$ cat config.mk
export PLATFORM = sky130hd
export DESIGN_NAME = sample_timestamp_smoother
export DESIGN_NICKNAME = d
export VERILOG_FILES = /design/src/sv/sts_pkg.sv /design/src/sv/sts_div.sv /design/src/sv/sample_timestamp_smoother.sv
export VERILOG_INCLUDE_DIRS = /design/src /design/src/sv
export SDC_FILE = /design/constraint.sdc
export NUM_CORES = 2
export LEC_CHECK = 0
export BUFFER_PORTS_ARGS = -buffer_cell sky130_fd_sc_hd__buf_2
export CAP_MARGIN = 20
export CORE_MARGIN = 2
export CORE_UTILIZATION = 57
export CTS_CLUSTER_DIAMETER = 100
export DETAILED_ROUTE_END_ITERATION = 16
export GPL_TIMING_DRIVEN = 0
export PLACE_DENSITY = 0.74
export SLEW_MARGIN = 5
export SYNTH_ARGS = -nofsm -noshare
export SYNTH_HDL_FRONTEND = slang
export SYNTH_SLANG_ARGS = --single-unit
$ cat constraint.sdc
create_clock -name clk -period 13.8 [get_ports clk]
set_input_delay 2.76 -clock clk [delete_from_list [all_inputs] [get_ports clk]]
set_output_delay 2.76 -clock clk [all_outputs]
set_load 0.01 [all_outputs]
$ cat src/sv/assert_macros.svh
// ----------------------------------------------------------------------------
// Assertion macros
// Shared concurrent assertion forms, clocked on clk and disabled in reset.
// ----------------------------------------------------------------------------
`ifndef ASSERT_MACROS_SVH
`define ASSERT_MACROS_SVH

// Same-cycle implication.
`define STS_ASSERT_IMP(lbl, ante, cons, msg) \
  lbl: assert property (@(posedge clk) disable iff (!rst_n) (ante) |-> (cons)) else $error(msg);

// Next-cycle implication.
`define STS_ASSERT_NXT(lbl, ante, cons, msg) \
  lbl: assert property (@(posedge clk) disable iff (!rst_n) (ante) |=> (cons)) else $error(msg);

`endif

$ cat src/sv/sts_pkg.sv
// ----------------------------------------------------------------------------
// sts_pkg
// Widths, divider constants and shared types for the timestamp smoother.
// ----------------------------------------------------------------------------
package sts_pkg;

  localparam int TIME_W    = 64;
  localparam int CNT_W     = 16;
  localparam int ELAPSED_W = 48;
  localparam int DELTA_W   = CNT_W + 1;
  localparam int DIV_STEPS = TIME_W;
  localparam int STEP_W    = $clog2(DIV_STEPS + 1);

  localparam logic [ELAPSED_W-1:0] ELAPSED_MAX = {ELAPSED_W{1'b1}};

  typedef struct packed {
    logic busy;
    logic done;
  } sts_div_stat_t;

endpackage

$ cat src/sv/sts_div.sv
// ----------------------------------------------------------------------------
// sts_div
// Restoring divider, one quotient bit per cycle, 64-bit by 48-bit.
// ----------------------------------------------------------------------------
`include "assert_macros.svh"

module sts_div
  import sts_pkg::*;
(
  input  logic                 clk,
  input  logic                 rst_n,
  input  logic                 start,
  input  logic [TIME_W-1:0]    dividend,
  input  logic [ELAPSED_W-1:0] divisor,
  output sts_div_stat_t        stat,
  output logic [TIME_W-1:0]    quotient,
  output logic [ELAPSED_W-1:0] remainder
);

  logic [STEP_W-1:0]    step_r;
  logic                 done_r;
  logic [TIME_W-1:0]    quo_r;
  logic [ELAPSED_W-1:0] rem_r;
  logic [ELAPSED_W-1:0] dvs_r;

  logic [ELAPSED_W:0]   rem_sh;
  logic [ELAPSED_W:0]   rem_sub;
  logic                 ge;
  logic [ELAPSED_W-1:0] rem_nxt;

  assign rem_sh  = {rem_r, quo_r[TIME_W-1]};
  assign ge      = rem_sh >= {1'b0, dvs_r};
  assign rem_sub = rem_sh - {1'b0, dvs_r};
  assign rem_nxt = ge ? rem_sub[ELAPSED_W-1:0] : rem_sh[ELAPSED_W-1:0];

  always_ff @(posedge clk) begin
    if (!rst_n) begin
      step_r <= '0;
      done_r <= 1'b0;
    end else begin
      done_r <= 1'b0;
      if (start) begin
        step_r <= STEP_W'(DIV_STEPS);
      end else if (step_r != '0) begin
        step_r <= step_r - 1'b1;
        if (step_r == STEP_W'(1)) begin
          done_r <= 1'b1;
        end
      end
    end
  end

  always_ff @(posedge clk) begin
    if (start) begin
      quo_r <= dividend;
      rem_r <= '0;
      dvs_r <= divisor;
    end else if (step_r != '0) begin
      quo_r <= {quo_r[TIME_W-2:0], ge};
      rem_r <= rem_nxt;
    end
  end

  assign stat.busy = step_r != '0;
  assign stat.done = done_r;
  assign quotient  = quo_r;
  assign remainder = rem_r;

  `STS_ASSERT_NXT(a_done_after_last, step_r == STEP_W'(1) && !start, done_r, "divider missed done")
  `STS_ASSERT_IMP(a_rem_below_dvs, done_r && dvs_r != '0, rem_r < dvs_r, "remainder not below divisor")
  `STS_ASSERT_IMP(a_no_restart, start, step_r == '0, "divider restarted while busy")

endmodule

$ cat src/sv/sample_timestamp_smoother.sv
// ----------------------------------------------------------------------------
// sample_timestamp_smoother
// Smooths sample arrival times using the sensor's wrapping sample counter.
// ----------------------------------------------------------------------------
// Usage: each input word carries a raw arrival time in ns and the sensor's
// 16-bit sample counter. Each accepted word yields exactly one output word
// with the smoothed time, a missed-sample flag and a resync flag. Both
// channels use valid/ready. The configuration port writes filter_enable
// (reset 1) with cfg_wr_en; write it only while the block is idle.
// A filtered word passes from acceptance to out_valid through the setup
// steps PREP and SUM, the divider state (64 one-bit steps that form the
// mean gap plus the done cycle), the rounding, expected-time and compare
// steps, and the load of the output register. The divider's
// one-bit-per-cycle loop is the longest part of that path. The first word
// after reset and any word while the filter is disabled go straight to the output step.
// The block takes one word at a time: in_ready is high only while the
// sequencer is idle, so a new word is taken only once the last one has
// reached the output register, and may be taken while a finished result
// still sits there.
// Reset (synchronous, active low) clears the filter state, the sequencer
// and the output valid flag, and sets filter_enable to 1.
// When the receiver stalls, the result holds in the output register; a
// following word runs through the sequencer and waits at its final step
// until the output register frees up.
// ----------------------------------------------------------------------------
`include "assert_macros.svh"

module sample_timestamp_smoother
  import sts_pkg::*;
(
  input  logic              clk,
  input  logic              rst_n,
  input  logic              cfg_wr_en,
  input  logic              cfg_wr_data,
  input  logic              in_valid,
  output logic              in_ready,
  input  logic [TIME_W-1:0] in_arrival_time_ns,
  input  logic [15:0]       in_sample_count,
  output logic              out_valid,
  input  logic              out_ready,
  output logic [TIME_W-1:0] out_smoothed_time_ns,
  output logic              out_missed_flag,
  output logic              out_resync_flag
);

  // Sequencer states.
  localparam logic [2:0] ST_IDLE = 3'd0;
  localparam logic [2:0] ST_PREP = 3'd1;
  localparam logic [2:0] ST_SUM  = 3'd2;
  localparam logic [2:0] ST_DIV  = 3'd3;
  localparam logic [2:0] ST_RND  = 3'd4;
  localparam logic [2:0] ST_EXP  = 3'd5;
  localparam logic [2:0] ST_CMP  = 3'd6;
  localparam logic [2:0] ST_OUT  = 3'd7;

  logic [2:0]           state_r;
  logic                 fe_r;

  // Filter state.
  logic                 started_r;
  logic [CNT_W-1:0]     prev_count_r;
  logic [ELAPSED_W-1:0] elapsed_r;
  logic [TIME_W-1:0]    gap_sum_r;
  logic [TIME_W-1:0]    expected_r;
  logic [TIME_W-1:0]    prev_raw_r;
  logic [TIME_W-1:0]    prev_out_r;

  // Per-word working registers.
  logic [TIME_W-1:0]    t_r;
  logic [CNT_W-1:0]     cnt_r;
  logic [DELTA_W-1:0]   delta_r;
  logic [TIME_W-1:0]    diff_r;
  logic [TIME_W-1:0]    mean_r;
  logic [TIME_W-1:0]    mean_m1_r;
  logic [TIME_W-1:0]    res_r;
  logic                 missed_r;
  logic                 resync_r;

  // Output register.
  logic                 out_valid_r;
  logic [TIME_W-1:0]    out_time_r;
  logic                 out_missed_r;
  logic                 out_resync_r;

  logic                 accept;
  logic                 out_free;
  logic [ELAPSED_W:0]   elapsed_sum;
  logic [ELAPSED_W-1:0] elapsed_nxt;
  logic [TIME_W-1:0]    gap_sum_nxt;
  logic                 round_up;
  logic [ELAPSED_W:0]   rem_x2;

  sts_div_stat_t        div_stat;
  logic [TIME_W-1:0]    div_quo;
  logic [ELAPSED_W-1:0] div_rem;

  assign in_ready = state_r == ST_IDLE;
  assign accept   = in_valid && in_ready;
  assign out_free = !out_valid_r || out_ready;

  // Saturating sample count and wrapping gap sum.
  assign elapsed_sum = {1'b0, elapsed_r} + (ELAPSED_W + 1)'(delta_r);
  assign elapsed_nxt = elapsed_sum[ELAPSED_W] ? ELAPSED_MAX : elapsed_sum[ELAPSED_W-1:0];
  assign gap_sum_nxt = gap_sum_r + diff_r;

  // Round half up: add one when twice the remainder reaches the divisor.
  assign rem_x2   = {div_rem, 1'b0};
  assign round_up = rem_x2 >= {1'b0, elapsed_r};

  sts_div u_div (
    .clk       (clk),
    .rst_n     (rst_n),
    .start     (state_r == ST_SUM),
    .dividend  (gap_sum_nxt),
    .divisor   (elapsed_nxt),
    .stat      (div_stat),
    .quotient  (div_quo),
    .remainder (div_rem)
  );

  always_ff @(posedge clk) begin
    if (!rst_n) begin
      fe_r <= 1'b1;
    end else if (cfg_wr_en) begin
      fe_r <= cfg_wr_data;
    end
  end

  // Sequencer and filter state.
  always_ff @(posedge clk) begin
    if (!rst_n) begin
      state_r      <= ST_IDLE;
      started_r    <= 1'b0;
      prev_count_r <= '0;
      elapsed_r    <= '0;
      gap_sum_r    <= '0;
      expected_r   <= '0;
      prev_raw_r   <= '0;
      prev_out_r   <= '0;
    end else begin
      unique case (state_r)
        ST_IDLE: begin
          if (accept) begin
            if (!fe_r) begin
              state_r <= ST_OUT;
            end else if (!started_r) begin
              // First word starts the filter and passes straight through.
              started_r    <= 1'b1;
              elapsed_r    <= '0;
              prev_raw_r   <= in_arrival_time_ns;
              prev_out_r   <= in_arrival_time_ns;
              expected_r   <= in_arrival_time_ns;
              prev_count_r <= in_sample_count[CNT_W-1:0];
              state_r      <= ST_OUT;
            end else begin
              state_r <= ST_PREP;
            end
          end
        end
        ST_PREP: begin
          prev_count_r <= cnt_r;
          state_r      <= ST_SUM;
        end
        ST_SUM: begin
          elapsed_r <= elapsed_nxt;
          gap_sum_r <= gap_sum_nxt;
          state_r   <= ST_DIV;
        end
        ST_DIV: begin
          if (div_stat.done) begin
            state_r <= ST_RND;
          end
        end
        ST_RND: begin
          state_r <= ST_EXP;
        end
        ST_EXP: begin
          expected_r <= expected_r + mean_m1_r;
          state_r    <= ST_CMP;
        end
        ST_CMP: begin
          expected_r <= (t_r > expected_r) ? prev_out_r + mean_r : t_r;
          prev_out_r <= (t_r > expected_r) ? prev_out_r + mean_r : t_r;
          prev_raw_r <= t_r;
          state_r    <= ST_OUT;
        end
        ST_OUT: begin
          if (out_free) begin
            state_r <= ST_IDLE;
          end
        end
        default: begin
          state_r <= ST_IDLE;
        end
      endcase
    end
  end

  // Working registers; no reset needed.
  always_ff @(posedge clk) begin
    case (state_r)
      ST_IDLE: begin
        if (accept) begin
          t_r      <= in_arrival_time_ns;
          cnt_r    <= in_sample_count[CNT_W-1:0];
          res_r    <= in_arrival_time_ns;
          missed_r <= 1'b0;
          resync_r <= fe_r && !started_r;
        end
      end
      ST_PREP: begin
        missed_r <= cnt_r != prev_count_r + 1'b1;
        delta_r  <= (cnt_r > prev_count_r) ? {1'b0, cnt_r} - {1'b0, prev_count_r}
                                           : {1'b1, cnt_r} - {1'b0, prev_count_r};
        diff_r   <= t_r - prev_raw_r;
      end
      ST_RND: begin
        // A zero sample count cannot occur once started; the mean is then 0.
        if (elapsed_r == '0) begin
          mean_r    <= '0;
          mean_m1_r <= '1;
        end else begin
          mean_r    <= div_quo + TIME_W'(round_up);
          mean_m1_r <= round_up ? div_quo : div_quo - 1'b1;
        end
      end
      ST_CMP: begin
        if (t_r > expected_r) begin
          res_r <= prev_out_r + mean_r;
        end else begin
          res_r    <= t_r;
          resync_r <= 1'b1;
        end
      end
      default: begin
      end
    endcase
  end

  // Output register decouples the receiver from the sequencer.
  always_ff @(posedge clk) begin
    if (!rst_n) begin
      out_valid_r <= 1'b0;
    end else if (state_r == ST_OUT && out_free) begin
      out_valid_r <= 1'b1;
    end else if (out_ready) begin
      out_valid_r <= 1'b0;
    end
  end

  always_ff @(posedge clk) begin
    if (state_r == ST_OUT && out_free) begin
      out_time_r   <= res_r;
      out_missed_r <= missed_r;
      out_resync_r <= resync_r;
    end
  end

  assign out_valid            = out_valid_r;
  assign out_smoothed_time_ns = out_time_r;
  assign out_missed_flag      = out_missed_r;
  assign out_resync_flag      = out_resync_r;

  `STS_ASSERT_NXT(a_started_holds, started_r, started_r, "filter lost its started state")
  `STS_ASSERT_IMP(a_div_done_in_div, div_stat.done, state_r == ST_DIV, "divider done outside DIV")
  `STS_ASSERT_IMP(a_idle_div_quiet, in_ready, !div_stat.busy, "divider busy while idle")

endmodule

== After elaboration in Yosys (flattened, before gate mapping) ==
Cells that the tools add are included.

* Mux-type cells: 39
* $add $sub $neg: 12
* Bitwise operators: 2
* Magnitude comparators: 4
* Reductions and logical operators: 27
* Equal/unequal tests: 15

{| class="wikitable"
|+ Operator list
! operator !! count
|-
| 64-bit 2-to-1 mux || 8
|-
| 64-bit case mux with 2 select lines || 3
|-
| 48-bit 2-to-1 mux || 5
|-
| 64-bit adder || 3
|-
| 64-bit case mux with 3 select lines || 1
|-
| 49-bit by 48-bit >= comparator with 1-bit output || 2
|-
| 48-bit case mux with 2 select lines || 1
|-
| 64-bit by 1-bit adder with 64-bit output || 1
|-
| 64-bit > comparator || 1
|-
| 64-bit by 1-bit subtractor with 64-bit output, second input constant || 1
|-
| 64-bit subtractor || 1
|-
| 48-bit by 17-bit adder with 49-bit output || 1
|-
| 48-bit zero test || 1
|-
| 16-bit 2-to-1 mux || 3
|-
| 48-bit subtractor || 1
|-
| 16-bit case mux with 2 select lines || 1
|-
| 3-bit case mux with 8 select lines || 1
|-
| 17-bit 2-to-1 mux || 1
|-
| 16-bit by 16-bit subtractor with 17-bit output || 1
|-
| 17-bit by 16-bit subtractor with 17-bit output || 1
|-
| 16-bit by 1-bit adder with 16-bit output, second input constant || 1
|-
| 16-bit > comparator || 1
|-
| 16-bit inequality test || 1
|-
| 4-bit AND reduction || 4
|-
| other kinds (23) || 54
|}

* Bits in registers: 915
* Logic and storage cells: 127

== Depth between registers and ports, before layout ==
* Word-level depth: 4
* Depth in mapped cells: 24
* Gate-level depth less buffers: 23

== Modules after synthesis ==
A second synthesis with hierarchy kept.

* Cells, all modules: 6788
* Area, all modules: 60479.3 µm²

{| class="wikitable"
|+ By module, submodules not included
! module !! cells an instance !! area each (µm²) !! sequential area each (µm²) !! instances
|-
| sample_timestamp_smoother || 5762 || 50414.6 || 19168.4 || 1
|-
| sts_div || 1026 || 10064.7 || 4484.3 || 1
|}

== Worst setup path before layout ==
Ideal clock, no wire load.

* Path type: register -> register
* From: register state_r[0]
* To: register mean_m1_r[0] (enable)
* Data required time: 13.029 ns
* Cell stages (with the launch flop): 3
* Arrival: 9.272 ns
* Clock period less this slack: 10.043 ns
* Slack: 3.757 ns
* Buffers on the path: 1
* Path through: dfxtp_1 clkbuf_1 nor3_1

* Cells in the longest elaborated chain, start to end: 1

{| class="wikitable"
|+ RTL lines
! item !! RTL line !! source
|-
| start, declared || sample_timestamp_smoother.sv:56 || <nowiki>logic [2:0] state_r;</nowiki>
|-
| start signal, assigned || sample_timestamp_smoother.sv:132 || <nowiki>state_r <= ST_IDLE;</nowiki>
|-
| start signal, assigned || sample_timestamp_smoother.sv:145 || <nowiki>state_r <= ST_OUT;</nowiki>
|-
| start signal, assigned || sample_timestamp_smoother.sv:154 || <nowiki>state_r <= ST_OUT;</nowiki>
|-
| 3-bit equality test || sample_timestamp_smoother.sv:201 || <nowiki>case (state_r)</nowiki>
|-
| end signal, assigned || sample_timestamp_smoother.sv:224 || <nowiki>mean_m1_r <= round_up ? div_quo : div_quo - 1'b1;</nowiki>
|-
| end, declared || sample_timestamp_smoother.sv:74 || <nowiki>logic [TIME_W-1:0] mean_m1_r;</nowiki>
|}

No other way between the ends.
A chain may end at the register's enable or synchronous reset.

== Worst setup path in the final report ==
* From: register elapsed_r[10]
* To: register mean_r[59], data pin

* Cells in the longest elaborated chain, start to end: 2
* Elaborated cells between the ends (all ways): 3
* Those cells by class: 1 x add/sub; 1 x order compare; 1 x reduce/logical

{| class="wikitable"
|+ RTL lines
! item !! RTL line !! source
|-
| start, declared || sample_timestamp_smoother.sv:62 || <nowiki>logic [ELAPSED_W-1:0] elapsed_r;</nowiki>
|-
| start signal, assigned || sample_timestamp_smoother.sv:165 || <nowiki>elapsed_r <= elapsed_nxt;</nowiki>
|-
| 49-bit by 48-bit >= comparator with 1-bit output || sample_timestamp_smoother.sv:108 || <nowiki>assign round_up = rem_x2 >= {1'b0, elapsed_r};</nowiki>
|-
| 64-bit by 1-bit adder with 64-bit output || sample_timestamp_smoother.sv:223 || <nowiki>mean_r <= div_quo + TIME_W'(round_up);</nowiki>
|-
| end signal, assigned || sample_timestamp_smoother.sv:223 ||
|-
| end, declared || sample_timestamp_smoother.sv:73 || <nowiki>logic [TIME_W-1:0] mean_r;</nowiki>
|}

Parallel ways exist; a longest one is shown, timed or not.

==> flow_summary.yaml <==
status:
  run_status: "finished clean"
clocking:
  clock_tree.buffer_depth: 3
  cts-hold-fix-buffers: 0
  cts_inserted_buffers: 102
  cts.root.buffer_cell: "clkbuf_16"
  postCtsSetupRepairBufs: 0
  clock_latency_ns: 0.73
  numClockSinks: 915
  tritoncts: "yes"
  worst_setup_hold_path_clk_slew_ns: 0.06
  cts_resized: 0
  clock_tree.htree_level_count: 3
worst_setup_path:
  worst_setup_path_startpoint: "elapsed_r[10]"
  critical_path.top_delay_family: "simple AND/OR/NAND/NOR gates"
  critical_path_peak_fanout: 10
  crit_buf_inv: 3
  critical_path.slowest_cell: "nor3_1"
  worst_path_most_repeated_cell: "nor3_1"
  worstReg2RegStart: "elapsed_r[10]"
  crit_required_ns: 14.25
  cp-start-kind: "register"
  worstSetupPathType: "register to register"
  timing.critical_path.to_type: "register"
  worst_ep_arrival_time_ns: 8.04
  cpPeakStageDelay_ns: 0.94
  crit_path_cells: "inv_1 > ha_1 > and4_1 > o21ai_0 > a211o_1 > a21oi_1 > o31a_1 > o31ai_1 > a22o_1 > clkbuf_1 > inv_1 > ha_1 > nand3_1 > nor3_1 > nand3_1 > nor3_1 > nand2b_1 > nor2_1 > nand2_1 > nor3_1 > xnor2_1 > nor2_1"
synthesis:
  seq_area_frac_synth_pct: 39.4
  synthesis.area_per_instance_sq_um: 8.70
  synthFlopType: "edfxtp_1"
  synth_area_sq_um: 60000
  synthTopCellsByArea: "edfxtp_1 (27%), dfxtp_1 (13%), ha_1 (9.4%), nand2_1 (5.5%), a21oi_1 (4.8%)"
  synth.lib_cells_used.distinct: 88
  synth_top_area_cell: "edfxtp_1"
  ys_warn_count: 0
  netlist_instances: 6896
  synth_fp_nets: 7439
  number_of_enable_flip_flop_cells_after_synthesis: 533
  postSynthRegisterBits: 915
  yosys_top_cell_area_share_pct: 26.7
  asyncSetResetFlopFracSynth_pct: 0
hold_path:
  hold_crit_class: "register to register"
  worst_hold_startpoint: "res_r[50]"
sta:
  max_slew.worst_pin.slew_ns: 1.36
  finalHoldViolations: 0
  fin_tns_setup_ns: 0
  max_freq_mhz: 132
  timing.slew.headroom_pct: 9.40
  timing.final.crit_share_pct: 55.0
  finalSetupViolCount: 0
  drv_slew: 0
  clock_skew_ns: 0.0252
  rsz_0062_raised_after_global_routing: "no"
  timing.final.crit_period_ns: 7.59
detailed_routing:
  detail_route.drc_violations: 0
  drt_iter0_markers: 7476
  routed_via_density: 6.50
  drtAntennaViolNets: 0
  wl_per_cell_microns: 26.0
  firstDrtPassIters: 6
  dr_total_vias: 56351
  finalWirelength_microns: 225000
placement:
  numPortBuffers: 152
  dpl-instance-area_sq_um: 62900
  finalWeightedCongestion: 1.05
  post-dp-hpwl_microns: 179000
die:
  dieHeight_microns: 328
  die_width_microns: 328
  core.rowCount: 118
  core_area_sq_um: 104000
  die_area_sq_um: 108000
  io_pins: 154
  start_util_pct: 57.7
pwr:
  power.density_nw_per_um2: 198
  leak_pwr_nw: 26.6
  worst_ir_drop_on_vdd_v: 0.000146
grt:
  grt_start_max_net_pins: 65
  first_global_vias: 51979
  track_usage_pct: 40.5
  grt_antenna_before_repair: 8
  global_route.overflow_total: 0
  grt_pass1_wl_microns: 326000
cells_and_area:
  area_growth_syn_to_layout_pct: 10.9
  top_library_cells_by_usage_in_the_layout_fill_and_taps_aside: "nand2_1 (878), a21oi_1 (573), o21ai_0 (545)"
  nFillCells: 9102
  final_area_sq_um: 66500
  final_core_util_pct: 64.0
  mostFrequentLayoutCell: "nand2_1"
  fin_nets: 7735
  post_route_cells_drive_above_1_share_pct: 6.28
flow_run:
  max-cap-violations: 0
==> final timing paths <==
| kind | slack (ns) | endpoint | depth (start not counted) |
|---|---|---|---|
| worst min-delay path | 0.41 | out_smoothed_time_ns[50] | 0 |
| worst min register to register | 0.41 | out_smoothed_time_ns[50] | 0 |
| worst max register to register | 6.21 | mean_r[59] | 22 |
| worst max-delay path | 6.21 | mean_r[59] | 22 |
==> power by group <==
part,internal (mW),switching (mW)
clock network,1.63,1.22
registers,3.66,0.451
logic,2.08,4.12
total,7.36,5.79
==> area by class of cell <==
class / count / area, sq um / share of cell area, %
Multi-Input combinational cell: 5231 / 33500 / 50.4
Sequential cell: 915 / 23700 / 35.6
Clock buffer: 142 / 2900 / 4.36
Tap cell: 1380 / 1730 / 2.60
Buffer: 396 / 1520 / 2.28
Inverter: 354 / 1330 / 2.01
Timing Repair Buffer: 192 / 1270 / 1.92
Clock inverter: 52 / 546 / 0.821
Antenna cell: 5 / 12.5 / 0.0188
==> synthesized netlist by cell type (54+ instances only) <==
library cell and number:
a31oi_1 141, edfxtp_1 533, xnor2_1 258, ha_1 450
xor2_1 170, nor3_1 152, nor2_1 467, o21bai_1 54
clkbuf_1 359, nand2_1 879, inv_1 351, a21oi_1 573
o21ai_0 545, dfxtp_1 382, o21a_1 63, a21o_1 276
o211ai_1 85, a211oi_1 90, and3_1 54, nand4_1 128
nand3_1 180
==> logic make-up after synthesis <==
group                    count (synthesis)  synth area share [%]
buffers and inverters                  750                  4.73
AND/OR/NAND/NOR                       2155                  16.6
adder cells (fa/ha/maj)                457                  9.62
multiplexers                            68                  1.18
AO/OA/AOI/OAI                         2123                  22.2
flip-flops                             915                  39.4
XOR/XNOR                               428                  6.25
==> worst register-to-register path, delay by kind of cell, from the launching register on <==
family / cells / cell delay, ns
AO/OA/AOI/OAI: 6 / 1.42
XOR/XNOR: 1 / 0.12
adder cells (fa/ha/maj): 2 / 0.52
buffers and inverters: 3 / 0.86
flip-flops: 1 / 0.49
AND/OR/NAND/NOR: 10 / 3.90
==> metal layers <==
| metal | up-vias | global-route usage [%] | wire [microns] |
|---|---|---|---|
| li1 | 25749 | - | - |
| met1 | 26815 | 54.5 | 90400 |
| met2 | 3222 | 59.7 | 95200 |
| met3 | 561 | 9.48 | 25000 |
| met4 | 4 | 23.2 | 14800 |
| met5 | - | 0.0444 | 28 |
==> through the flow <==
stage	setup WS (ns)	hold slack, ns	instances	power, mW
after floorplan	3.76	0.400	6896	8.09
after global placement	-1.08	0.401	8428	9.97
after detailed placement	6.45	0.405	8458	10.1
after CTS	6.40	0.419	8652	12.9
after global routing	6.22	0.420	8664	13.8
final	6.21	0.415	8667	13.2
Note: power is estimated with default switching activity, not from simulation.
